File: src/lidar_scan_sector_and_outlier_filter_defines.svh
// Assertion macros used by the lidar scan filter top level.
`ifndef LIDAR_SCAN_SECTOR_AND_OUTLIER_FILTER_DEFINES_SVH
`define LIDAR_SCAN_SECTOR_AND_OUTLIER_FILTER_DEFINES_SVH

`ifndef SYNTHESIS
`define LSSOF_ASSERT_IMPLIES(name, clk, rstn, ante, cons) \
  name: assert property (@(posedge clk) disable iff (!(rstn)) (ante) |-> (cons)) \
    else $error("lssof: assertion failed");
`define LSSOF_ASSERT_NEXT(name, clk, rstn, ante, cons) \
  name: assert property (@(posedge clk) disable iff (!(rstn)) (ante) |=> (cons)) \
    else $error("lssof: assertion failed");
`else
`define LSSOF_ASSERT_IMPLIES(name, clk, rstn, ante, cons)
`define LSSOF_ASSERT_NEXT(name, clk, rstn, ante, cons)
`endif

`endif

File: src/lssof_pkg.sv
package lssof_pkg;

  localparam int unsigned RANGE_BITS = 16;
  localparam int unsigned ANGLE_BITS = 16;
  localparam int unsigned INTENSITY_BITS = 16;
  localparam int unsigned CMD_DEPTH = 4;

  typedef enum logic [2:0] {
    REG_ISOLATION_LIMIT    = 3'd0,
    REG_SECTOR_MASK_ENABLE = 3'd1,
    REG_SECTOR_LOW_ANGLE   = 3'd2,
    REG_SECTOR_HIGH_ANGLE  = 3'd3,
    REG_VALID_RANGE_LOW    = 3'd4,
    REG_VALID_RANGE_HIGH   = 3'd5,
    REG_SCAN_START_ANGLE   = 3'd6,
    REG_ANGLE_STEP         = 3'd7
  } cfg_reg_e;

  typedef enum logic [1:0] {
    CAUSE_KEPT    = 2'd0,
    CAUSE_SECTOR  = 2'd1,
    CAUSE_OUTLIER = 2'd2
  } cause_e;

  typedef struct packed {
    logic [RANGE_BITS-1:0]     range_mm;
    logic [INTENSITY_BITS-1:0] intensity;
    logic                      end_of_scan;
  } in_item_t;

  typedef struct packed {
    logic [RANGE_BITS-1:0]     filtered_range_mm;
    logic [INTENSITY_BITS-1:0] filtered_intensity;
    logic [1:0]                removal_cause;
    logic                      scan_done;
  } out_item_t;

  typedef struct packed {
    logic [RANGE_BITS-1:0]        isolation_limit;
    logic                         sector_mask_enable;
    logic signed [ANGLE_BITS-1:0] sector_low_angle;
    logic signed [ANGLE_BITS-1:0] sector_high_angle;
    logic [RANGE_BITS-1:0]        valid_range_low;
    logic [RANGE_BITS-1:0]        valid_range_high;
    logic signed [ANGLE_BITS-1:0] scan_start_angle;
    logic signed [ANGLE_BITS-1:0] angle_step;
  } cfg_t;

  localparam cfg_t CFG_RESET = '{
    isolation_limit:    RANGE_BITS'(100),
    sector_mask_enable: 1'b0,
    sector_low_angle:   '0,
    sector_high_angle:  '0,
    valid_range_low:    '0,
    valid_range_high:   RANGE_BITS'(65534),
    scan_start_angle:   {1'b1, {(ANGLE_BITS-1){1'b0}}},
    angle_step:         ANGLE_BITS'(64)
  };

  typedef struct packed {
    logic [RANGE_BITS-1:0]     range_mm;
    logic [INTENSITY_BITS-1:0] intensity;
    logic                      end_of_scan;
    logic                      masked;
    logic [1:0]                sample_count;
  } cmd_t;

endpackage

File: src/lssof_front.sv
module lssof_front
  import lssof_pkg::*;
(
  input  logic     clk_i,
  input  logic     rst_ni,
  input  cfg_t     cfg_i,
  input  logic     push_i,
  input  logic     full_i,
  input  in_item_t item_i,
  output logic     cmd_push_o,
  output cmd_t     cmd_o
);

  logic [1:0]            count_q, count_d;
  logic [ANGLE_BITS-1:0] angle_q, angle_d;
  logic [ANGLE_BITS-1:0] angle;
  logic                  in_sector;
  logic                  accept;

  assign accept = push_i && !full_i;
  assign angle  = (count_q == 2'd0) ? cfg_i.scan_start_angle : angle_q;

  assign in_sector = cfg_i.sector_mask_enable
                     && ($signed(angle) >= cfg_i.sector_low_angle)
                     && ($signed(angle) <= cfg_i.sector_high_angle);

  always_comb begin
    count_d = count_q;
    angle_d = angle_q;
    if (accept) begin
      angle_d = angle + cfg_i.angle_step;
      if (item_i.end_of_scan) begin
        count_d = 2'd0;
      end else if (count_q != 2'd3) begin
        count_d = count_q + 2'd1;
      end
    end
  end

  always_ff @(posedge clk_i or negedge rst_ni) begin
    if (!rst_ni) begin
      count_q <= 2'd0;
      angle_q <= CFG_RESET.scan_start_angle;
    end else begin
      count_q <= count_d;
      angle_q <= angle_d;
    end
  end

  assign cmd_push_o         = accept;
  assign cmd_o.range_mm     = item_i.range_mm;
  assign cmd_o.intensity    = item_i.intensity;
  assign cmd_o.end_of_scan  = item_i.end_of_scan;
  assign cmd_o.masked       = in_sector;
  assign cmd_o.sample_count = count_q;

endmodule

File: src/lssof_cmd_fifo.sv
module lssof_cmd_fifo
  import lssof_pkg::*;
#(
  parameter int unsigned Depth = CMD_DEPTH
) (
  input  logic clk_i,
  input  logic rst_ni,
  input  logic push_i,
  input  cmd_t data_i,
  output logic full_o,
  input  logic pop_i,
  output logic empty_o,
  output cmd_t data_o
);

  localparam int unsigned PtrW = (Depth > 1) ? $clog2(Depth) : 1;
  localparam int unsigned CntW = $clog2(Depth + 1);

  cmd_t            mem_q [Depth];
  logic [PtrW-1:0] wr_ptr_q, wr_ptr_d;
  logic [PtrW-1:0] rd_ptr_q, rd_ptr_d;
  logic [CntW-1:0] count_q, count_d;
  logic            do_push, do_pop;

  assign full_o  = (count_q == CntW'(Depth));
  assign empty_o = (count_q == '0);
  assign do_push = push_i && !full_o;
  assign do_pop  = pop_i && !empty_o;
  assign data_o  = mem_q[rd_ptr_q];

  always_comb begin
    wr_ptr_d = wr_ptr_q;
    rd_ptr_d = rd_ptr_q;
    count_d  = count_q;
    if (do_push) begin
      wr_ptr_d = (wr_ptr_q == PtrW'(Depth - 1)) ? '0 : wr_ptr_q + 1'b1;
    end
    if (do_pop) begin
      rd_ptr_d = (rd_ptr_q == PtrW'(Depth - 1)) ? '0 : rd_ptr_q + 1'b1;
    end
    if (do_push && !do_pop) begin
      count_d = count_q + 1'b1;
    end else if (do_pop && !do_push) begin
      count_d = count_q - 1'b1;
    end
  end

  always_ff @(posedge clk_i or negedge rst_ni) begin
    if (!rst_ni) begin
      wr_ptr_q <= '0;
      rd_ptr_q <= '0;
      count_q  <= '0;
    end else begin
      wr_ptr_q <= wr_ptr_d;
      rd_ptr_q <= rd_ptr_d;
      count_q  <= count_d;
    end
  end

  always_ff @(posedge clk_i) begin
    if (do_push) begin
      mem_q[wr_ptr_q] <= data_i;
    end
  end

endmodule

File: src/lssof_back.sv
module lssof_back
  import lssof_pkg::*;
(
  input  logic      clk_i,
  input  logic      rst_ni,
  input  cfg_t      cfg_i,
  input  logic      cmd_empty_i,
  input  cmd_t      cmd_i,
  output logic      cmd_pop_o,
  input  logic      pop_i,
  output logic      empty_o,
  output out_item_t item_o
);

  typedef enum logic [1:0] {
    KIND_RAW,
    KIND_EDGE,
    KIND_INTERIOR
  } kind_e;

  typedef enum logic [1:0] {
    SRC_P0,
    SRC_P1,
    SRC_NEW
  } src_e;

  localparam logic [RANGE_BITS-1:0] RangeInf = '1;

  logic [RANGE_BITS-1:0]     p_range_q [2];
  logic [INTENSITY_BITS-1:0] p_int_q   [2];
  logic                      p_mask_q  [2];
  logic [RANGE_BITS-1:0]     last_q, last_d;
  logic [1:0]                k_q, k_d;
  logic                      out_valid_q, out_valid_d;
  out_item_t                 out_q;

  kind_e                     kind;
  src_e                      src;
  logic                      done;
  logic [1:0]                n_res;
  logic [RANGE_BITS-1:0]     c_range, right_range, diff_prev, diff_next;
  logic [INTENSITY_BITS-1:0] c_int;
  logic                      c_mask, outlier, last_k, step, emit, out_ready;
  out_item_t                 res;

  function automatic logic range_ok(input logic [RANGE_BITS-1:0] r, input cfg_t cfg);
    range_ok = (r != RangeInf) && (r >= cfg.valid_range_low) && (r <= cfg.valid_range_high);
  endfunction

  always_comb begin
    kind  = KIND_RAW;
    src   = SRC_NEW;
    done  = 1'b0;
    n_res = 2'd0;
    unique case (cmd_i.sample_count)
      2'd0: begin
        n_res = {1'b0, cmd_i.end_of_scan};
        done  = 1'b1;
      end
      2'd1: begin
        n_res = cmd_i.end_of_scan ? 2'd2 : 2'd0;
        if (k_q == 2'd0) begin
          src = SRC_P0;
        end else begin
          done = 1'b1;
        end
      end
      2'd2: begin
        n_res = cmd_i.end_of_scan ? 2'd3 : 2'd2;
        if (k_q == 2'd0) begin
          kind = KIND_EDGE;
          src  = SRC_P0;
        end else if (k_q == 2'd1) begin
          kind = KIND_INTERIOR;
          src  = SRC_P1;
        end else begin
          kind = KIND_EDGE;
          done = 1'b1;
        end
      end
      2'd3: begin
        n_res = cmd_i.end_of_scan ? 2'd2 : 2'd1;
        if (k_q == 2'd0) begin
          kind = KIND_INTERIOR;
          src  = SRC_P0;
        end else begin
          kind = KIND_EDGE;
          done = 1'b1;
        end
      end
    endcase
  end

  always_comb begin
    unique case (src)
      SRC_P0: begin
        c_range = p_range_q[0];
        c_int   = p_int_q[0];
        c_mask  = p_mask_q[0];
      end
      SRC_P1: begin
        c_range = p_range_q[1];
        c_int   = p_int_q[1];
        c_mask  = p_mask_q[1];
      end
      default: begin
        c_range = cmd_i.range_mm;
        c_int   = cmd_i.intensity;
        c_mask  = cmd_i.masked;
      end
    endcase
  end

  assign right_range = cmd_i.masked ? RangeInf : cmd_i.range_mm;
  assign diff_prev   = (c_range > last_q) ? c_range - last_q : last_q - c_range;
  assign diff_next   = (c_range > right_range) ? c_range - right_range : right_range - c_range;
  assign outlier     = range_ok(c_range, cfg_i) && range_ok(last_q, cfg_i)
                       && range_ok(right_range, cfg_i)
                       && (diff_prev > cfg_i.isolation_limit)
                       && (diff_next > cfg_i.isolation_limit);

  always_comb begin
    res.filtered_range_mm  = c_range;
    res.filtered_intensity = c_int;
    res.removal_cause      = CAUSE_KEPT;
    res.scan_done          = done;
    if (kind != KIND_RAW && c_mask) begin
      res.filtered_range_mm  = RangeInf;
      res.filtered_intensity = '0;
      res.removal_cause      = CAUSE_SECTOR;
    end else if (kind == KIND_INTERIOR && outlier) begin
      res.filtered_range_mm  = RangeInf;
      res.filtered_intensity = '0;
      res.removal_cause      = CAUSE_OUTLIER;
    end
  end

  assign out_ready   = !out_valid_q || pop_i;
  assign last_k      = (n_res == 2'd0) || (k_q == n_res - 2'd1);
  assign step        = !cmd_empty_i && ((n_res == 2'd0) || out_ready);
  assign emit        = step && (n_res != 2'd0);
  assign cmd_pop_o   = step && last_k;
  assign k_d         = step ? (last_k ? 2'd0 : k_q + 2'd1) : k_q;
  assign out_valid_d = emit || (out_valid_q && !pop_i);

  always_comb begin
    last_d = last_q;
    if (emit && kind != KIND_RAW) begin
      last_d = res.filtered_range_mm;
    end
    if (cmd_pop_o && cmd_i.end_of_scan) begin
      last_d = RangeInf;
    end
  end

  always_ff @(posedge clk_i or negedge rst_ni) begin
    if (!rst_ni) begin
      last_q      <= RangeInf;
      k_q         <= 2'd0;
      out_valid_q <= 1'b0;
      p_range_q   <= '{RangeInf, RangeInf};
      p_int_q     <= '{'0, '0};
      p_mask_q    <= '{1'b0, 1'b0};
    end else begin
      last_q      <= last_d;
      k_q         <= k_d;
      out_valid_q <= out_valid_d;
      if (cmd_pop_o) begin
        if (cmd_i.sample_count == 2'd1) begin
          p_range_q[1] <= cmd_i.range_mm;
          p_int_q[1]   <= cmd_i.intensity;
          p_mask_q[1]  <= cmd_i.masked;
        end else begin
          p_range_q[0] <= cmd_i.range_mm;
          p_int_q[0]   <= cmd_i.intensity;
          p_mask_q[0]  <= cmd_i.masked;
        end
      end
    end
  end

  always_ff @(posedge clk_i) begin
    if (emit) begin
      out_q <= res;
    end
  end

  assign empty_o = !out_valid_q;
  assign item_o  = out_q;

endmodule

File: src/lidar_scan_sector_and_outlier_filter.sv
// Channel   Direction  Handshake                   Payload
// input     in         push / full                 in_item_i (range, intensity, end mark)
// result    out        empty / pop                 out_item_o (range, intensity, cause, done)
// config    in         cfg_valid_i / cfg_ready_o   cfg_index_i, cfg_data_i
//
// One sample is accepted per cycle while the queue is not full; a released result passes
// through the command queue and the result register before it can be popped. The result
// stage pops a transaction with its last result; the end-of-scan sample of a scan of two
// or more samples yields two or three, absorbed by the queue between front and back parts.
// Reset is asynchronous and restores every control and configuration register.
// A stalled result holds the back part, which fills the queue and then raises full.
`include "lidar_scan_sector_and_outlier_filter_defines.svh"

module lidar_scan_sector_and_outlier_filter
  import lssof_pkg::*;
#(
  parameter int unsigned CmdDepth = CMD_DEPTH
) (
  input  logic       clk_i,
  input  logic       rst_ni,
  input  logic       push,
  output logic       full,
  input  in_item_t   in_item_i,
  output logic       empty,
  input  logic       pop,
  output out_item_t  out_item_o,
  input  logic       cfg_valid_i,
  output logic       cfg_ready_o,
  input  logic [2:0] cfg_index_i,
  input  logic [15:0] cfg_data_i
);

  cfg_t cfg_q;
  logic cmd_push, cmd_pop, cmd_full, cmd_empty;
  cmd_t cmd_in, cmd_head;

  assign cfg_ready_o = 1'b1;

  always_ff @(posedge clk_i or negedge rst_ni) begin
    if (!rst_ni) begin
      cfg_q <= CFG_RESET;
    end else if (cfg_valid_i && cfg_ready_o) begin
      unique case (cfg_reg_e'(cfg_index_i))
        REG_ISOLATION_LIMIT:    cfg_q.isolation_limit    <= cfg_data_i[RANGE_BITS-1:0];
        REG_SECTOR_MASK_ENABLE: cfg_q.sector_mask_enable <= cfg_data_i[0];
        REG_SECTOR_LOW_ANGLE:   cfg_q.sector_low_angle   <= cfg_data_i[ANGLE_BITS-1:0];
        REG_SECTOR_HIGH_ANGLE:  cfg_q.sector_high_angle  <= cfg_data_i[ANGLE_BITS-1:0];
        REG_VALID_RANGE_LOW:    cfg_q.valid_range_low    <= cfg_data_i[RANGE_BITS-1:0];
        REG_VALID_RANGE_HIGH:   cfg_q.valid_range_high   <= cfg_data_i[RANGE_BITS-1:0];
        REG_SCAN_START_ANGLE:   cfg_q.scan_start_angle   <= cfg_data_i[ANGLE_BITS-1:0];
        REG_ANGLE_STEP:         cfg_q.angle_step         <= cfg_data_i[ANGLE_BITS-1:0];
      endcase
    end
  end

  lssof_front u_front (
    .clk_i      (clk_i),
    .rst_ni     (rst_ni),
    .cfg_i      (cfg_q),
    .push_i     (push),
    .full_i     (cmd_full),
    .item_i     (in_item_i),
    .cmd_push_o (cmd_push),
    .cmd_o      (cmd_in)
  );

  lssof_cmd_fifo #(
    .Depth (CmdDepth)
  ) u_cmd_fifo (
    .clk_i   (clk_i),
    .rst_ni  (rst_ni),
    .push_i  (cmd_push),
    .data_i  (cmd_in),
    .full_o  (cmd_full),
    .pop_i   (cmd_pop),
    .empty_o (cmd_empty),
    .data_o  (cmd_head)
  );

  lssof_back u_back (
    .clk_i       (clk_i),
    .rst_ni      (rst_ni),
    .cfg_i       (cfg_q),
    .cmd_empty_i (cmd_empty),
    .cmd_i       (cmd_head),
    .cmd_pop_o   (cmd_pop),
    .pop_i       (pop),
    .empty_o     (empty),
    .item_o      (out_item_o)
  );

  assign full = cmd_full;

  `LSSOF_ASSERT_IMPLIES(a_removed_is_blank, clk_i, rst_ni,
    !empty && (out_item_o.removal_cause != CAUSE_KEPT),
    (out_item_o.filtered_range_mm == '1) && (out_item_o.filtered_intensity == '0))
  `LSSOF_ASSERT_IMPLIES(a_scan_end_not_outlier, clk_i, rst_ni,
    !empty && out_item_o.scan_done,
    out_item_o.removal_cause != CAUSE_OUTLIER)
  `LSSOF_ASSERT_NEXT(a_held_result_stays, clk_i, rst_ni,
    !empty && !pop && !cmd_empty,
    !empty)

endmodule
File: config.mk
export PLATFORM = sky130hd
export DESIGN_NAME = lidar_scan_sector_and_outlier_filter
export DESIGN_NICKNAME = d
export VERILOG_FILES = /design/src/lssof_pkg.sv /design/src/lssof_front.sv /design/src/lssof_cmd_fifo.sv /design/src/lssof_back.sv /design/src/lidar_scan_sector_and_outlier_filter.sv
export VERILOG_INCLUDE_DIRS = /design/src /design/src/src
export SDC_FILE = /design/constraint.sdc
export NUM_CORES = 1
export LEC_CHECK = 0
export BUFFER_PORTS_ARGS = -buffer_cell sky130_fd_sc_hd__buf_2
export CAP_MARGIN = 10
export CORE_MARGIN = 2
export CORE_UTILIZATION = 40
export CTS_BUF_LIST = sky130_fd_sc_hd__clkbuf_8
export CTS_CLUSTER_DIAMETER = 80
export DETAILED_ROUTE_END_ITERATION = 7
export PLACE_DENSITY = 0.65
export SYNTH_ARGS = -nofsm -noshare
export SYNTH_HDL_FRONTEND = slang
export SYNTH_SLANG_ARGS = --single-unit
export TNS_END_PERCENT = 50
File: constraint.sdc
create_clock -name clk_i -period 19.4 [get_ports clk_i]
set_clock_uncertainty 0.05 [all_clocks]
set_input_delay 5.82 -clock clk_i [delete_from_list [all_inputs] [get_ports clk_i]]
set_output_delay 5.82 -clock clk_i [all_outputs]
set_load 0.02 [all_outputs]
==> run_results.csv, run 1 <==
group,metric,value,unit
clock_network,numCtsBuffers,60,
die,fp.dieArea,60200,µm²
timing,rsz0062_at_grt,"false",
timing,fin_crit_sh,49.8,%
detailed_routing,dr.pass1.iters,8,
global_routing,grt_max_degree,91,
logic_synthesis,synth_top_cell_area_share,23.1,%
critical_path,crit_type,"reg -> reg",
global_routing,grt.overflow.total,0,
logic_synthesis,netlist_instances,1998,
clock_network,cts_setup_buffers,0,
logic_synthesis,synth_nets,2310,
critical_path,cp.buffers_inverters,4,
final_layout,stdcell_count,2910,
logic_synthesis,synthArstFlopShare,55.5,%
flow_run,maxCapViolations,0,
global_routing,grt_pass1_vias,16500,
detailed_routing,ant_nets,0,
placement,port_buffers,93,
critical_path,path_common_cell,"buf_4",
clock_network,path_clk_slew,0.06,ns
logic_synthesis,yosysTopAreaCell,"edfxtp_1",
detailed_routing,drtIter0Drc,1391,
hold_path,hp-class,"reg -> reg",
final_layout,nets,2408,
logic_synthesis,synth_compound_area_share,12.8,%
timing,min_period,9.66,ns
clock_network,cts_resized,0,
die,dieWidth,245,µm
logic_synthesis,synth.distinct_cells,78,
logic_synthesis,synthMuxAreaShare,11.8,%
critical_path,worstPathArrival,10.23,ns
logic_synthesis,synth_top_family_by_area,"adder cells",
critical_path,path_max_fanout,38,
detailed_routing,drt_wl_total,63900,µm
critical_path,critical_path_required,19.96,ns
die,initial_core_util,40.4,%
logic_synthesis,synthFlopType,"edfxtp_1",
final_layout,drive_gt1_share,23.1,%
critical_path,slowest_delay,0.96,ns
global_routing,grt_pass1_wl,98500,µm
die,io_pins,95,
detailed_routing,num_vias,16400,
logic_synthesis,synth_xor_area_share,1.83,%
timing,relSlewSlack,15.4,%
clock_network,clkSinkCount,402,
clock_network,clockBufferDepth,3,
clock_network,ctsHoldBuffers,0,
timing,setup-tns-final,0,ns
critical_path,critPathTopFamily,"simple AND/OR/NAND/NOR gates",
outcome,status,"finished, violations left",
die,rows,88,
timing,hold_viol,0,
global_routing,antenna_found_initial,1,
final_layout,area_delta_synth_final,10.5,%
placement,dp.cells,2798,
placement,place_hpwl,46600,µm
critical_path,critPathCaptureType,"flip-flop",
logic_synthesis,synth_seq_area_share,47.4,%
die,die_h,245,µm
logic_synthesis,synth-edff-count,179,
placement,placed_cell_area,24600,µm²
detailed_routing,wl_per_cell,22.0,µm
die,coreArea,57700,µm²
clock_network,cts_tree,"done",
critical_path,start_kind,"flip-flop",
outcome,violations,"DRC",
timing,drv_slew,0,
timing,worst_pin_slew,1.27,ns
timing,setup_viol,0,
final_layout,fin_area,25700,µm²
logic_synthesis,ys_ff_latch,402,
global_routing,grt_usage,21.3,%
critical_path,slowest_stage,"nor2_1",
clock_network,cts_max_level,2,
detailed_routing,via_per_inst,5.63,
logic_synthesis,synthTopCellsByArea,"edfxtp_1 23%, dfrtp_1 17%, ha_1 13%",
logic_synthesis,synth_fa_ha_area_share,13.9,%
clock_network,clkLatencyLatePin,0.69,ns
logic_synthesis,syn_area,23300,µm²
timing,setup_ws,9.74,ns
logic_synthesis,yosys_warnings,0,
logic_synthesis,synthSimpleGateAreaFrac,8.09,%
detailed_routing,drc,3,
logic_synthesis,syn_area_per_cell,11.7,µm²
timing,clock.fmax,103,MHz
placement,gp_congestion,0.969,
clock_network,clock-root-buffer,"clkbuf_8",
placement,pre_cts_ws,9.93,ns
state kept, by name, indices dropped and copies added, names as in the netlist:
name	cells
cfg_q	113
u_back.item_o	35
u_back.k_q	2
u_back.last_q	16
u_back.out_valid_q	1
u_back.p_int_q	32
u_back.p_mask_q	2
u_back.p_range_q	32
u_cmd_fifo.count_q	3
u_cmd_fifo.mem_q	144
u_cmd_fifo.rd_ptr_q	2
u_cmd_fifo.wr_ptr_q	2
u_front.angle_q	16
u_front.count_q	2
cells by family after synthesis:
kind of cell / after synthesis
AO/OA/AOI/OAI: 460
XOR/XNOR: 47
adder cells (fa/ha/maj): 255
buffers and inverters: 245
flip-flops: 402
multiplexers: 210
other: 1
AND/OR/NAND/NOR: 378
routing by layer:
| layer | part of all wire (%) | global-route usage, % |
|---|---|---|
| met1 | 46 | 30.3 |
| met2 | 46 | 33.6 |
| met3 | 4.9 | 2.76 |
| met4 | 3.2 | 7.29 |
| met5 | 0 | 0 |
placed cells by master, fill, tap and decap left out, types with 69 or more instances in the layout:
cell type    n
ha_1       249
mux2_2     158
a21oi_1    104
o21ai_0    134
dfstp_2     69
edfxtp_1   179
dfrtp_1    153
buf_2       92
inv_1      196
nand2_1    127
cells in the mapped netlist (all sizes together) (5+ instances only):
cell / instances
dfrtp: 154
nor4: 16
a21o: 59
nor2b: 21
o21ai: 135
xor2: 17
or2: 21
o22a: 16
ha: 249
a211o: 6
or3: 5
xnor2: 29
fa: 6
a211oi: 7
nor2: 64
buf: 25
and2: 8
clkbuf: 51
a31oi: 13
inv: 169
o21a: 11
nand2b: 11
o31ai: 7
nor3: 20
and3: 5
mux2: 158
edfxtp: 179
nand4: 40
a222oi: 18
nand3: 21
o211ai: 11
a21oi: 106
dfstp: 69
o221a: 5
a21boi: 5
mux4: 36
nand2: 127
o21bai: 25
o221ai: 10
mux2i: 16
layout make-up:
class / instances / area (µm²)
multi-input combinational: 1351 / 11300
tap: 765 / 957
fill: 5377 / 32000
inverter: 169 / 634
timing repair buffer: 112 / 618
sequential: 402 / 11000
clock buffer: 68 / 936
antenna: 1 / 2.50
clock inverter: 42 / 223
path summary, 6_finish.rpt:
| check | from | endpoint | slack [ns] | cells after the start |
|---|---|---|---|---|
| worst max-delay path | u_cmd_fifo.rd_ptr_q[0]$_DFFE_PN0P_ | u_back.last_q[3]$_DFFE_PN1P_ | 9.74 | 28 |
| worst min-delay path | u_front.angle_q[10]$_DFFE_PN0P_ | u_front.angle_q[10]$_DFFE_PN0P_ | 0.43 | 2 |
| worst max register to register | u_cmd_fifo.rd_ptr_q[0]$_DFFE_PN0P_ | u_back.last_q[3]$_DFFE_PN1P_ | 9.74 | 28 |
| worst min register to register | u_front.angle_q[10]$_DFFE_PN0P_ | u_front.angle_q[10]$_DFFE_PN0P_ | 0.43 | 2 |
| max in group asynchronous | rst_ni | u_cmd_fifo.rd_ptr_q[0]$_DFFE_PN0P_ | 12.72 | 2 |
| min in group asynchronous | rst_ni | cfg_q[20]$_DFFE_PN0P_ | 5.11 | 1 |
worst register-to-register path, delay by kind of cell, from the launching register on:
family | cells | cell delay (ns)
xor+xnor | 1 | 0.17
buf+inv | 4 | 1.21
simple gates | 8 | 3.87
compound gates | 10 | 2.37
fa+ha+maj | 3 | 0.68
mux | 2 | 0.85
flops | 1 | 0.37
stage by stage:
stage | utilization (%) | hold slack [ns]
CTS | 44.6 | 0.431
finish | 44.6 | 0.428
global route | 44.6 | 0.445
global placement | 42.6 | 0.410
detailed placement | 42.6 | 0.416
floorplan | - | 0.392
Power of run 1 is not shown: default switching activity piles up to over one toggle a cycle in this logic, so the estimate is an artifact.
==> run 2, diff against run 1 <==
Settings changed: ABC_AREA set to 1, PLACE_DENSITY 0.65 to 0.67.
Clock period 19.4 ns to 7.9 ns, I/O delays scaled along.
==> run_results.csv, run 2 <==
group,metric,value,unit
logic_synthesis,syn_area,24400,µm²
timing,min_period,6.97,ns
critical_path,slowest_delay,0.74,ns
placement,gp_congestion,0.998,
placement,place_hpwl,47800,µm
clock_network,cts_resized,0,
die,coreArea,60400,µm²
global_routing,antenna_found_initial,1,
logic_synthesis,synth.distinct_cells,55,
critical_path,path_common_cell,"nand2_1",
logic_synthesis,syn_area_per_cell,8.76,µm²
logic_synthesis,yosysMostFrequentCell,"nand2_1",
detailed_routing,met3_length,3550,µm
detailed_routing,dr.max_layer_used,"met4",
timing,clock.fmax,143,MHz
placement,dp.cells,3592,
timing,setup_viol,0,
global_routing,grt_usage,20.9,%
logic_synthesis,synth_nets,3100,
die,initial_core_util,40.5,%
timing,drv_slew,0,
detailed_routing,wl_per_cell,17.6,µm
timing,setup_ws,0.929,ns
timing,relSlewSlack,23.2,%
global_routing,grt_max_degree,104,
logic_synthesis,synth_seq_area_share,45.2,%
die,io_pins,95,
detailed_routing,drt_wl_total,65700,µm
logic_synthesis,yosys_warnings,0,
placement,port_buffers,93,
placement,pre_cts_ws,1.03,ns
logic_synthesis,synthTopCellsByArea,"edfxtp_1 22%, dfrtp_1 16%, ha_1 13%",
detailed_routing,drtIter0Drc,1828,
detailed_routing,route.met2.wl,30500,µm
logic_synthesis,synthArstFlopShare,55.5,%
logic_synthesis,ys_top_cells_by_count,"627 x nand2_1, 339 x inv_1, 260 x o21ai_0, 249 x ha_1, 203 x nor2_1",
timing,rsz0062_at_grt,"false",
logic_synthesis,synth_top_cell_area_share,22.0,%
final_layout,stdcell_count,3723,
final_layout,layout_common_cells,"626 x nand2_1, 363 x inv_1, 260 x o21ai_0",
critical_path,path_max_fanout,37,
detailed_routing,met1_length,29400,µm
critical_path,worstPathArrival,7.30,ns
logic_synthesis,synthFlopType,"edfxtp_1",
detailed_routing,drc,0,
logic_synthesis,synth-edff-count,179,
final_layout,largest-register,"u_cmd_fifo.mem_q",
logic_synthesis,netlist_instances,2788,
die,rows,90,
final_layout,drive_gt1_share,12.8,%
detailed_routing,dr.pass1.iters,5,
hold_path,holdCritStartpoint,"u_back.p_int_q[16]$_DFFE_PN0P_",
final_layout,final_common_cell,"nand2_1",
detailed_routing,ant_nets,0,
clock_network,cts_max_level,3,
detailed_routing,via_per_inst,5.21,
clock_network,cts_tree,"done",
global_routing,grt.overflow.total,0,
die,die_h,251,µm
logic_synthesis,yosysTopAreaCell,"edfxtp_1",
global_routing,grt_pass1_vias,18600,
detailed_routing,num_vias,19400,
critical_path,slowest_stage,"nor2_2",
clock_network,numCtsBuffers,70,
final_layout,area_delta_synth_final,10.6,%
timing,setup-tns-final,0,ns
timing,fin_crit_sh,88.2,%
clock_network,cts_setup_buffers,0,
die,dieWidth,251,µm
critical_path,crit_type,"reg -> reg",
clock_network,ctsHoldBuffers,0,
clock_network,clkSinkCount,402,
critical_path,start_kind,"flip-flop",
clock_network,clock-root-buffer,"clkbuf_8",
timing,hold_viol,0,
critical_path,critPathCaptureType,"flip-flop",
die,fp.dieArea,63000,µm²
outcome,status,"finished clean",
hold_path,min_path_cells,2,
clock_network,clkLatencyLatePin,0.65,ns
clock_network,path_clk_slew,0.06,ns
critical_path,crit_start,"u_cmd_fifo.rd_ptr_q[1]$_DFFE_PN0P_",
timing,worst_pin_slew,1.15,ns
final_layout,largest_register_ff_count,144,
final_layout,utilization,44.7,%
flow_run,maxCapViolations,0,
final_layout,nets,3194,
logic_synthesis,ys_ff_latch,402,
clock_network,clockBufferDepth,3,
global_routing,grt_pass1_wl,104000,µm
critical_path,r2r_start,"u_cmd_fifo.rd_ptr_q[1]$_DFFE_PN0P_",
critical_path,critical_path_required,8.23,ns
critical_path,rr_worst_depth,33,
hold_path,hp-class,"reg -> reg",
-- run 2: critical path, delay by kind of cell, from the launching register on --
family / cells / cell delay (ns)
flops: 1 / 0.44
buf+inv: 6 / 0.91
xor+xnor: 1 / 0.17
fa+ha+maj: 2 / 0.65
compound gates: 2 / 0.29
simple gates: 21 / 3.84
mux: 1 / 0.32
-- run 2: per-stage QoR --
step | cell area [µm²] | hold WS (ns)
after floorplan | 24400 | 0.387
after global placement | 25600 | 0.401
after detailed placement | 25600 | 0.409
after CTS | 27000 | 0.424
after global routing | 27000 | 0.442
final | 27000 | 0.423
-- run 2: area by class of cell --
cell class	instances	area, µm²
clock buffers	77	1060
clock inverters	53	362
diodes	1	2.50
fillers	5939	33400
well taps	782	978
repair buffers	112	618
multi-input cells	1951	11600
flip-flops and latches	402	11000
inverters	345	1300
-- run 2: kinds of logic (layout without fill, tap and decap cells) --
logic type               count (synthesis)  count (layout)  share of synthesized area [%]
AO/OA/AOI/OAI                          552             552                           12.4
XOR/XNOR                                50              50                           1.79
adder cells (fa/ha/maj)                255             255                           13.3
buffers and inverters                  435             587                           7.29
flip-flops                             402             402                           45.2
multiplexers                            20              20                          0.897
other                                    1               2                         0.0154
AND/OR/NAND/NOR                       1073            1073                           19.1
-- run 2: per-layer routing --
layer	up-vias	track usage, %
li1	9554	-
met1	9134	28.1
met2	592	34.2
met3	113	2.79
met4	0	8.27
met5	-	0
-- run 2: final timing paths --
kind                                                  end  slack, ns
min reg2reg                u_back.p_int_q[16]$_DFFE_PN0P_       0.42
max                        u_back.item_o[3]$_SDFFCE_PP0P_       0.93
min                        u_back.p_int_q[16]$_DFFE_PN0P_       0.42
max in group asynchronous          cfg_q[108]$_DFFE_PN0P_       4.67
min in group asynchronous           cfg_q[25]$_DFFE_PN0P_       1.74
max reg2reg                u_back.item_o[3]$_SDFFCE_PP0P_       0.93
Power of run 2 is left out for the same reason.
